<file path="config.mk">
export PLATFORM = sky130hd
export DESIGN_NAME = sha256_hash_top_flat
export DESIGN_NICKNAME = d
export VERILOG_FILES = /design/src/rtl/core/sha256_pkg.sv /design/src/rtl/core/sha256_in_if.sv /design/src/rtl/core/sha256_out_if.sv /design/src/rtl/core/sha256_fifo.sv /design/src/rtl/core/sha256_front.sv /design/src/rtl/core/sha256_back.sv /design/src/rtl/core/sha256_hash_top.sv /design/src/flat_wrapper.sv
export VERILOG_INCLUDE_DIRS = /design/src /design/src/rtl/core
export SDC_FILE = /design/constraint.sdc
export NUM_CORES = 2
export LEC_CHECK = 0
export BUFFER_PORTS_ARGS = -buffer_cell sky130_fd_sc_hd__buf_2
export CORE_AREA = 5 5 400 441
export DETAILED_ROUTE_END_ITERATION = 6
export DIE_AREA = 0 0 405 446
export GPL_TIMING_DRIVEN = 0
export PLACE_DENSITY = 0.68
export SETUP_SLACK_MARGIN = 0.02
export SLEW_MARGIN = 20
export SYNTH_ARGS = -nofsm -noshare
export SYNTH_HDL_FRONTEND = slang
export SYNTH_HIERARCHICAL = 1
export SYNTH_SLANG_ARGS = --single-unit
export TNS_END_PERCENT = 20
</file>
<file path="constraint.sdc">
create_clock -name clk_i -period 11.95 [get_ports clk_i]
set_input_delay 1.195 -clock clk_i [delete_from_list [all_inputs] [get_ports clk_i]]
set_output_delay 1.195 -clock clk_i [all_outputs]
set_load 0.02 [all_outputs]
</file>
<file path="src/rtl/core/assert_macros.svh">
// assertion macros for the rtl files, included by sha256_hash_top
// expects clk_i and rst_ni in the scope of use
`ifndef ASSERT_MACROS_SVH
`define ASSERT_MACROS_SVH
`ifndef NO_ASSERTIONS
`define ASSERT_ON(lbl, prop) lbl: assert property (@(posedge clk_i) disable iff (!rst_ni) \
  prop) else $error("assertion failed");
`define ASSERT_NEVER(lbl, cond) lbl: assert property (@(posedge clk_i) disable iff (!rst_ni) \
  !(cond)) else $error("forbidden condition seen");
`else
`define ASSERT_ON(lbl, prop)
`define ASSERT_NEVER(lbl, cond)
`endif
`endif

</file>
<file path="src/rtl/core/sha256_pkg.sv">
// sha-256 package: queue entry type, round constants, initial hash, round functions
// no dependencies
package sha256_pkg;

  localparam int unsigned QDepth = 4;
  localparam int unsigned QPtrW  = $clog2(QDepth);

  localparam logic [31:0] PadWord = 32'h8000_0000;

  typedef struct packed {
    logic [31:0] word;
    logic        is_final;
  } sha_word_t;

  typedef logic [7:0][31:0] hash_t;

  localparam logic [31:0] InitHash [8] = '{
    32'h6a09e667, 32'hbb67ae85, 32'h3c6ef372, 32'ha54ff53a,
    32'h510e527f, 32'h9b05688c, 32'h1f83d9ab, 32'h5be0cd19
  };

  localparam logic [31:0] RoundK [64] = '{
    32'h428a2f98, 32'h71374491, 32'hb5c0fbcf, 32'he9b5dba5,
    32'h3956c25b, 32'h59f111f1, 32'h923f82a4, 32'hab1c5ed5,
    32'hd807aa98, 32'h12835b01, 32'h243185be, 32'h550c7dc3,
    32'h72be5d74, 32'h80deb1fe, 32'h9bdc06a7, 32'hc19bf174,
    32'he49b69c1, 32'hefbe4786, 32'h0fc19dc6, 32'h240ca1cc,
    32'h2de92c6f, 32'h4a7484aa, 32'h5cb0a9dc, 32'h76f988da,
    32'h983e5152, 32'ha831c66d, 32'hb00327c8, 32'hbf597fc7,
    32'hc6e00bf3, 32'hd5a79147, 32'h06ca6351, 32'h14292967,
    32'h27b70a85, 32'h2e1b2138, 32'h4d2c6dfc, 32'h53380d13,
    32'h650a7354, 32'h766a0abb, 32'h81c2c92e, 32'h92722c85,
    32'ha2bfe8a1, 32'ha81a664b, 32'hc24b8b70, 32'hc76c51a3,
    32'hd192e819, 32'hd6990624, 32'hf40e3585, 32'h106aa070,
    32'h19a4c116, 32'h1e376c08, 32'h2748774c, 32'h34b0bcb5,
    32'h391c0cb3, 32'h4ed8aa4a, 32'h5b9cca4f, 32'h682e6ff3,
    32'h748f82ee, 32'h78a5636f, 32'h84c87814, 32'h8cc70208,
    32'h90befffa, 32'ha4506ceb, 32'hbef9a3f7, 32'hc67178f2
  };

  function automatic logic [31:0] big_sigma0(input logic [31:0] x);
    return {x[1:0], x[31:2]} ^ {x[12:0], x[31:13]} ^ {x[21:0], x[31:22]};
  endfunction

  function automatic logic [31:0] big_sigma1(input logic [31:0] x);
    return {x[5:0], x[31:6]} ^ {x[10:0], x[31:11]} ^ {x[24:0], x[31:25]};
  endfunction

  function automatic logic [31:0] small_sigma0(input logic [31:0] x);
    return {x[6:0], x[31:7]} ^ {x[17:0], x[31:18]} ^ {3'b000, x[31:3]};
  endfunction

  function automatic logic [31:0] small_sigma1(input logic [31:0] x);
    return {x[16:0], x[31:17]} ^ {x[18:0], x[31:19]} ^ {10'd0, x[31:10]};
  endfunction

endpackage

</file>
<file path="src/rtl/core/sha256_in_if.sv">
// message word channel: valid/ready handshake plus one input word
// no dependencies
interface sha256_in_if;
  logic        valid;
  logic        ready;
  logic [31:0] message_word;
  logic [2:0]  valid_bytes;
  logic        last_word;

  modport source(output valid, message_word, valid_bytes, last_word, input ready);
  modport sink(input valid, message_word, valid_bytes, last_word, output ready);
endinterface

</file>
<file path="src/rtl/core/sha256_out_if.sv">
// digest word channel: valid/ready handshake plus one digest word
// no dependencies
interface sha256_out_if;
  logic        valid;
  logic        ready;
  logic [31:0] digest_word;
  logic [2:0]  word_index;
  logic        last_digest;

  modport source(output valid, digest_word, word_index, last_digest, input ready);
  modport sink(input valid, digest_word, word_index, last_digest, output ready);
endinterface

</file>
<file path="src/rtl/core/sha256_fifo.sv">
// small word queue between the padding front end and the compression core
// depends on sha256_pkg
module sha256_fifo import sha256_pkg::*; (
  input  logic      clk_i,
  input  logic      rst_ni,
  input  logic      push_i,
  input  sha_word_t push_data_i,
  output logic      full_o,
  input  logic      pop_i,
  output sha_word_t pop_data_o,
  output logic      empty_o
);

  sha_word_t        mem_q [QDepth];
  logic [QPtrW-1:0] wr_q, rd_q;
  logic [QPtrW:0]   cnt_q;

  assign full_o     = (cnt_q == (QPtrW+1)'(QDepth));
  assign empty_o    = (cnt_q == '0);
  assign pop_data_o = mem_q[rd_q];

  // pointers and fill count
  always_ff @(posedge clk_i or negedge rst_ni) begin
    if (!rst_ni) begin
      wr_q  <= '0;
      rd_q  <= '0;
      cnt_q <= '0;
    end else begin
      if (push_i) wr_q <= wr_q + 1'b1;
      if (pop_i) rd_q <= rd_q + 1'b1;
      if (push_i && !pop_i) cnt_q <= cnt_q + 1'b1;
      else if (!push_i && pop_i) cnt_q <= cnt_q - 1'b1;
    end
  end

  // storage
  always_ff @(posedge clk_i) begin
    if (push_i) mem_q[wr_q] <= push_data_i;
  end

endmodule

</file>
<file path="src/rtl/core/sha256_front.sv">
// front end: takes message words, counts length, inserts padding and length words
// depends on sha256_pkg and sha256_in_if
module sha256_front import sha256_pkg::*; (
  input  logic      clk_i,
  input  logic      rst_ni,
  sha256_in_if.sink msg_i,
  output logic      push_o,
  output sha_word_t push_data_o,
  input  logic      full_i
);

  typedef enum logic [1:0] {ST_TAKE, ST_PADW, ST_ZERO, ST_LENLO} state_e;

  state_e      state_q;
  logic [3:0]  slot_q;
  logic [63:0] len_q;

  logic        accept;
  logic [2:0]  nbytes;
  logic [31:0] keep, pad, last_data;

  assign msg_i.ready = (state_q == ST_TAKE) && !full_i;
  assign accept      = msg_i.valid && msg_i.ready;
  assign nbytes      = (msg_i.valid_bytes > 3'd4) ? 3'd4 : msg_i.valid_bytes;

  // byte mask and pad marker for a short last word
  always_comb begin
    unique case (nbytes)
      3'd0:    begin keep = 32'h0000_0000; pad = 32'h8000_0000; end
      3'd1:    begin keep = 32'hff00_0000; pad = 32'h0080_0000; end
      3'd2:    begin keep = 32'hffff_0000; pad = 32'h0000_8000; end
      3'd3:    begin keep = 32'hffff_ff00; pad = 32'h0000_0080; end
      default: begin keep = 32'hffff_ffff; pad = 32'h0000_0000; end
    endcase
  end
  assign last_data = (msg_i.message_word & keep) | pad;

  // word pushed into the queue this cycle
  always_comb begin
    push_o      = 1'b0;
    push_data_o = '{word: '0, is_final: 1'b0};
    unique case (state_q)
      ST_TAKE: begin
        push_o           = accept;
        push_data_o.word = (msg_i.last_word && nbytes != 3'd4) ? last_data
                                                               : msg_i.message_word;
      end
      ST_PADW: begin
        push_o           = !full_i;
        push_data_o.word = PadWord;
      end
      ST_ZERO: begin
        push_o           = !full_i;
        push_data_o.word = (slot_q == 4'd14) ? len_q[63:32] : 32'h0;
      end
      ST_LENLO: begin
        push_o      = !full_i;
        push_data_o = '{word: len_q[31:0], is_final: 1'b1};
      end
      default: ;
    endcase
  end

  // sequencer, slot counter and bit length
  // the length low word always sits in slot 15, so the slot counter wraps to 0 there
  always_ff @(posedge clk_i or negedge rst_ni) begin
    if (!rst_ni) begin
      state_q <= ST_TAKE;
      slot_q  <= '0;
      len_q   <= '0;
    end else begin
      if (push_o) slot_q <= slot_q + 1'b1;
      unique case (state_q)
        ST_TAKE: begin
          if (accept) begin
            if (!msg_i.last_word) begin
              len_q <= len_q + 64'd32;
            end else begin
              len_q   <= len_q + {58'd0, nbytes, 3'b000};
              state_q <= (nbytes == 3'd4) ? ST_PADW : ST_ZERO;
            end
          end
        end
        ST_PADW: begin
          if (!full_i) state_q <= ST_ZERO;
        end
        ST_ZERO: begin
          if (!full_i && slot_q == 4'd14) state_q <= ST_LENLO;
        end
        ST_LENLO: begin
          if (!full_i) begin
            state_q <= ST_TAKE;
            len_q   <= '0;
          end
        end
        default: state_q <= ST_TAKE;
      endcase
    end
  end

endmodule

</file>
<file path="src/rtl/core/sha256_back.sv">
// compression core: loads 16-word blocks, runs 64 rounds, emits the digest
// depends on sha256_pkg and sha256_out_if
module sha256_back import sha256_pkg::*; (
  input  logic        clk_i,
  input  logic        rst_ni,
  output logic        pop_o,
  input  sha_word_t   pop_data_i,
  input  logic        empty_i,
  sha256_out_if.source dig_o
);

  typedef enum logic [1:0] {ST_LOAD, ST_ROUND, ST_ADD, ST_OUT} state_e;

  state_e      state_q;
  logic [5:0]  cnt_q;
  logic        fin_q;
  logic [2:0]  idx_q;
  hash_t       h_q;
  logic [31:0] w_q [16];
  logic [31:0] v_q [8];
  logic        ovalid_q, olast_q;
  logic [31:0] oword_q;
  logic [2:0]  oidx_q;

  logic        out_load;
  logic [31:0] t1, t2, w_new;

  assign pop_o    = (state_q == ST_LOAD) && !empty_i;
  assign out_load = (state_q == ST_OUT) && (!ovalid_q || dig_o.ready);

  // round datapath and schedule expansion
  assign t1 = v_q[7] + big_sigma1(v_q[4]) + ((v_q[4] & v_q[5]) ^ (~v_q[4] & v_q[6]))
            + RoundK[cnt_q] + w_q[0];
  assign t2 = big_sigma0(v_q[0]) + ((v_q[0] & v_q[1]) ^ (v_q[0] & v_q[2]) ^ (v_q[1] & v_q[2]));
  assign w_new = small_sigma1(w_q[14]) + w_q[9] + small_sigma0(w_q[1]) + w_q[0];

  // control and chaining value
  always_ff @(posedge clk_i or negedge rst_ni) begin
    if (!rst_ni) begin
      state_q  <= ST_LOAD;
      cnt_q    <= '0;
      fin_q    <= 1'b0;
      idx_q    <= '0;
      ovalid_q <= 1'b0;
      for (int i = 0; i < 8; i++) h_q[i] <= InitHash[i];
    end else begin
      // output register: filled on a load, emptied when the sink takes it
      if (out_load) ovalid_q <= 1'b1;
      else if (dig_o.ready) ovalid_q <= 1'b0;
      unique case (state_q)
        ST_LOAD: begin
          if (pop_o) begin
            if (cnt_q == 6'd15) begin
              fin_q   <= pop_data_i.is_final;
              cnt_q   <= '0;
              state_q <= ST_ROUND;
            end else begin
              cnt_q <= cnt_q + 1'b1;
            end
          end
        end
        ST_ROUND: begin
          cnt_q <= cnt_q + 1'b1;
          if (cnt_q == 6'd63) state_q <= ST_ADD;
        end
        ST_ADD: begin
          for (int i = 0; i < 8; i++) h_q[i] <= h_q[i] + v_q[i];
          idx_q   <= '0;
          state_q <= fin_q ? ST_OUT : ST_LOAD;
        end
        ST_OUT: begin
          if (out_load) begin
            idx_q <= idx_q + 1'b1;
            if (idx_q == 3'd7) begin
              for (int i = 0; i < 8; i++) h_q[i] <= InitHash[i];
              state_q <= ST_LOAD;
            end
          end
        end
        default: state_q <= ST_LOAD;
      endcase
    end
  end

  // block buffer, working variables and output payload
  always_ff @(posedge clk_i) begin
    if (pop_o || state_q == ST_ROUND) begin
      for (int i = 0; i < 15; i++) w_q[i] <= w_q[i+1];
      w_q[15] <= pop_o ? pop_data_i.word : w_new;
    end
    if (pop_o && cnt_q == 6'd15) begin
      for (int i = 0; i < 8; i++) v_q[i] <= h_q[i];
    end else if (state_q == ST_ROUND) begin
      for (int i = 7; i > 0; i--) v_q[i] <= v_q[i-1];
      v_q[4] <= v_q[3] + t1;
      v_q[0] <= t1 + t2;
    end
    if (out_load) begin
      oword_q <= h_q[idx_q];
      oidx_q  <= idx_q;
      olast_q <= (idx_q == 3'd7);
    end
  end

  assign dig_o.valid       = ovalid_q;
  assign dig_o.digest_word = oword_q;
  assign dig_o.word_index  = oidx_q;
  assign dig_o.last_digest = olast_q;

endmodule

</file>
<file path="src/rtl/core/sha256_hash_top.sv">
// SHA-256 engine. Message words enter on msg_i (big-endian, last word may carry 0 to 4
// bytes); the front end appends FIPS padding and the 64-bit length, a four-entry queue
// holds block words, and the core loads 16 words then runs one round per cycle. A block
// is loaded from the queue, run through 64 rounds on the single shared round unit and
// added to the chaining value before the next block is loaded. The digest leaves as eight
// words on dig_o, one per cycle when taken; the front end may accept the next message
// meanwhile. Last-block padding words go in one per cycle while the queue is not full.
// depends on sha256_pkg, sha256_in_if, sha256_out_if, sha256_fifo, sha256_front, sha256_back
`include "assert_macros.svh"
module sha256_hash_top import sha256_pkg::*; (
  input  logic         clk_i,
  input  logic         rst_ni,
  sha256_in_if.sink    msg_i,
  sha256_out_if.source dig_o
);

  logic      push, full, pop, empty;
  sha_word_t push_data, pop_data;

  // padding and length front end
  sha256_front u_front (
    .clk_i, .rst_ni, .msg_i,
    .push_o(push), .push_data_o(push_data), .full_i(full)
  );

  // block word queue
  sha256_fifo u_fifo (
    .clk_i, .rst_ni,
    .push_i(push), .push_data_i(push_data), .full_o(full),
    .pop_i(pop), .pop_data_o(pop_data), .empty_o(empty)
  );

  // compression and digest output
  sha256_back u_back (
    .clk_i, .rst_ni,
    .pop_o(pop), .pop_data_i(pop_data), .empty_i(empty), .dig_o
  );

  `ASSERT_NEVER(a_no_overflow, push && full)
  `ASSERT_NEVER(a_no_underflow, pop && empty)
  `ASSERT_ON(a_last_index, dig_o.valid && dig_o.last_digest |-> dig_o.word_index == 3'd7)

endmodule

</file>
<file path="src/flat_wrapper.sv">
// flat-port wrapper written by rule: the top's interface ports become plain ports
module sha256_hash_top_flat import sha256_pkg::*;
  (clk_i, rst_ni, msg_i_valid, msg_i_message_word, msg_i_valid_bytes, msg_i_last_word, msg_i_ready, dig_o_valid, dig_o_digest_word, dig_o_word_index, dig_o_last_digest, dig_o_ready);
  sha256_in_if msg_i_i ();
  sha256_out_if dig_o_i ();
  input  logic clk_i;
  input  logic rst_ni;
  input wire logic [$bits(msg_i_i.valid)-1:0] msg_i_valid;
  input wire logic [$bits(msg_i_i.message_word)-1:0] msg_i_message_word;
  input wire logic [$bits(msg_i_i.valid_bytes)-1:0] msg_i_valid_bytes;
  input wire logic [$bits(msg_i_i.last_word)-1:0] msg_i_last_word;
  output wire logic [$bits(msg_i_i.ready)-1:0] msg_i_ready;
  output wire logic [$bits(dig_o_i.valid)-1:0] dig_o_valid;
  output wire logic [$bits(dig_o_i.digest_word)-1:0] dig_o_digest_word;
  output wire logic [$bits(dig_o_i.word_index)-1:0] dig_o_word_index;
  output wire logic [$bits(dig_o_i.last_digest)-1:0] dig_o_last_digest;
  input wire logic [$bits(dig_o_i.ready)-1:0] dig_o_ready;
  assign msg_i_i.valid = msg_i_valid;
  assign msg_i_i.message_word = msg_i_message_word;
  assign msg_i_i.valid_bytes = msg_i_valid_bytes;
  assign msg_i_i.last_word = msg_i_last_word;
  assign msg_i_ready = msg_i_i.ready;
  assign dig_o_valid = dig_o_i.valid;
  assign dig_o_digest_word = dig_o_i.digest_word;
  assign dig_o_word_index = dig_o_i.word_index;
  assign dig_o_last_digest = dig_o_i.last_digest;
  assign dig_o_i.ready = dig_o_ready;
  sha256_hash_top u_core (.clk_i(clk_i), .rst_ni(rst_ni), .msg_i(msg_i_i), .dig_o(dig_o_i));
endmodule
</file>
==> out/qor.yml <==
status:
  status: "finished, final reports clean"
route:
  drc_errors: 0
  wl_per_cell_um: 27.7
  ant_nets: 0
  drt_wl_total_um: 269000
  drt_iter0_drc: 7202
  firstDrtPassIters: 5
  num_vias: 59100
  viasPerCell: 6.08
synthesis:
  synthFlopType: "edfxtp_1"
  ys_warn_count: 6
  yosysTopAreaCellShare: 0.367
  synthSimpleGateAreaFrac: 0.124
  netlist_top_cells_area: "edfxtp_1, dfrtp_1, ha_1"
  syn_area_um2: 76500
  synth-seq-cells: 1279
  async_flop_share: 0.268
  synth-edff-count: 936
  yosysSeqAreaShare: 0.482
  synthMuxAreaShare: 0.0379
  synthAdderAreaFrac: 0.122
  synth_top_family_by_area: "compound AO/OA/AOI/OAI gates"
  synth_compound_area_frac: 0.136
  syn_inst: 7088
  synth_nets: 7733
  synth-xor-area-share: 0.0669
  synth.distinct_cells: 100
  avgSynthCellArea_um2: 10.8
  yosysTopAreaCell: "edfxtp_1"
clock_network:
  h-tree-depth: 4
  cts_buffer_depth: 3
  cts_sinks: 1279
  cts_buffers: 143
  root_buffer: "clkbuf_16"
  clk_latency_ps: 810
  cts_tree: "built"
  path_clk_slew_ps: 60
final_layout:
  fillers: 15400
  area_delta_synth_final_pct: 11.7
  final_common_cell: "nand2_1"
  mostFrequentLayoutCells: "nand2_1, edfxtp_1, a21oi_1"
  nets: 7987
  drive_gt1_frac: 0.0939
worst_setup_path:
  required_ps: 12590
  worstSetupPathType: "register to register"
  cp-end-kind: "register"
  ff2ff_path_depth: 39
  reg2reg_from: "u_core/u_back/cnt_q[1]"
  reg2reg_slack_ps: 430
  start_kind: "register"
  critPathMaxStageDelay_ps: 700
  startpoint: "u_core/u_back/cnt_q[1]"
  critPathCapture: "u_core/u_back/v_q[0][31]"
  cp_max_fo: 12
  slowest_stage: "dfrtp_1"
  worstPathArrival_ps: 12160
  critical_path.reg2reg.endpoint: "u_core/u_back/v_q[0][31]"
timing:
  hold_violations: 0
  drv_slew: 0
  fmax_ghz: 0.0868
  clock_skew_ps: 69.0
  worst_hold_slack_ps: 329
  post-route-period-util: 0.964
  setup_viol: 0
  worstMarginPinSlew_ps: 1290
  rsz0062_at_grt: "false"
  slew_headroom: 0.143
  period_needed_ps: 11520
floorplan:
  ios: 78
  die_area_um2: 181000
  fp.coreArea_um2: 172000
  die_y_um: 446
  start_util: 0.446
  die_w_um: 405
  placementRows: 160
global_route:
  grt_usage: 0.293
  grt_max_degree: 74
  grt_pass1_vias: 57100
  grt_pass1_wl_um: 386000
  grt_overflow: 0
  antenna_found_initial: 9
worst_hold_path:
  hold_class: "input pin to async pin"
placement:
  gp_congestion: 0.983
  numPortBuffers: 77
  hpwl_um: 209000
job:
  cap_violations: 0
[synth_stat cells (23+ instances only)]
| master | instances |
|---|---|
| ha_1 | 408 |
| nor2_1 | 387 |
| maj3_1 | 31 |
| nand4_1 | 67 |
| o21bai_1 | 42 |
| buf_1 | 34 |
| nand2b_1 | 70 |
| a211oi_1 | 48 |
| xor2_1 | 187 |
| dfrtp_1 | 207 |
| nor3_1 | 89 |
| or2_2 | 23 |
| xnor2_1 | 395 |
| a22oi_1 | 30 |
| and3_1 | 35 |
| o21a_1 | 62 |
| o211ai_1 | 35 |
| o31ai_1 | 46 |
| edfxtp_1 | 936 |
| nand3_1 | 117 |
| a31oi_1 | 64 |
| nand2_1 | 1142 |
| a21oi_1 | 523 |
| nor2b_1 | 50 |
| and2_1 | 31 |
| o21ai_0 | 430 |
| mux2i_1 | 34 |
| clkbuf_1 | 283 |
| a21o_1 | 162 |
| mux4_2 | 98 |
| dfstp_2 | 136 |
| inv_1 | 272 |
| or3_1 | 44 |
| fa_1 | 197 |
| nor4_1 | 23 |
[critical path, delay by kind of cell, from the launching register on]
| family | cells | cell delay [ps] |
|---|---|---|
| fa+ha+maj | 7 | 3110 |
| flops | 1 | 700 |
| xor+xnor | 2 | 670 |
| compound gates | 19 | 4350 |
| buf+inv | 4 | 940 |
| simple gates | 7 | 1550 |
[cells by family after synthesis]
group | after synthesis
fa+ha+maj | 636
buf+inv | 605
flops | 1279
simple gates | 2150
xor+xnor | 583
compound gates | 1678
mux | 157
[per-layer routing]
layer,part of all wire,up-vias,GRT usage
li1,-,26100,-
met1,0.38,29300,0.379
met2,0.46,3037,0.467
met3,0.088,677,0.0470
met4,0.072,2,0.175
met5,0.000063,-,0
[worst min path at each step]
| stage | end | cells past startpoint | slack, ps | startpoint |
|---|---|---|---|---|
| after floorplan | u_core/u_back/w_q[0][100] | 0 | 400 | u_core/u_back/w_q[0][132] |
| after global placement | u_core/u_back/w_q[0][201] | 0 | 400 | u_core/u_back/w_q[0][233] |
| after detailed placement | u_core/u_back/w_q[0][103] | 0 | 400 | u_core/u_back/w_q[0][135] |
| after CTS | u_core/u_back/state_q[0] | 1 | 280 | rst_ni |
| after global routing | u_core/u_back/state_q[0] | 1 | 320 | rst_ni |
| final | u_core/u_back/state_q[0] | 1 | 330 | rst_ni |
[flip-flops by register name (all words and copies together) (netlist names)]
register / count
u_core/u_back/dig_o.digest_word: 32
u_core/u_back/v_q: 256
u_core/u_fifo/wr_q: 2
u_core/u_fifo/rd_q: 2
u_core/u_front/len_q: 61
u_core/u_back/fin_q: 1
u_core/u_back/dig_o.valid: 1
u_core/u_back/state_q: 2
u_core/u_fifo/cnt_q: 3
u_core/u_back/dig_o.last_digest: 1
u_core/u_back/cnt_q: 6
u_core/u_front/slot_q: 4
u_core/u_back/w_q: 512
u_core/u_fifo/mem_q: 132
u_core/u_back/dig_o.word_index: 3
u_core/u_front/state_q: 2
u_core/u_back/idx_q: 3
u_core/u_back/h_q: 256
[layout make-up]
type                       instances  area, um2  area share
multi-input combinational       5204      37400       0.438
sequential                      1279      36900       0.431
clock buffer                     184       3880      0.0454
tap                             2268       2840      0.0332
buffer                           329       1340      0.0156
timing repair buffer             110       1160      0.0136
inverter                         275       1040      0.0121
clock inverter                    77        965      0.0113
antenna                            5       12.5    0.000146
[timing repair]
item                       4_1_cts  5_1_grt
hold buffers                     0        0
resized for setup                1        6
buffers inserted                 0        0
setup endpoints to repair        1        4
[metrics by stage]
step | utilization | setup TNS, ps | instances | setup slack (ps) | instance area [um2]
global placement | 0.464 | -941410 | 9433 | -1880 | 79800
floorplan | - | 0 | 7088 | 2390 | 76600
detailed placement | 0.469 | 0 | 9466 | 21.6 | 80600
CTS | 0.498 | 0 | 9727 | 128 | 85500
global route | 0.498 | 0 | 9729 | 123 | 85500
finish | 0.498 | 0 | 9731 | 428 | 85500
Power is not shown: default switching activity piles up to over one toggle a cycle in this logic, so the estimate is an artifact.
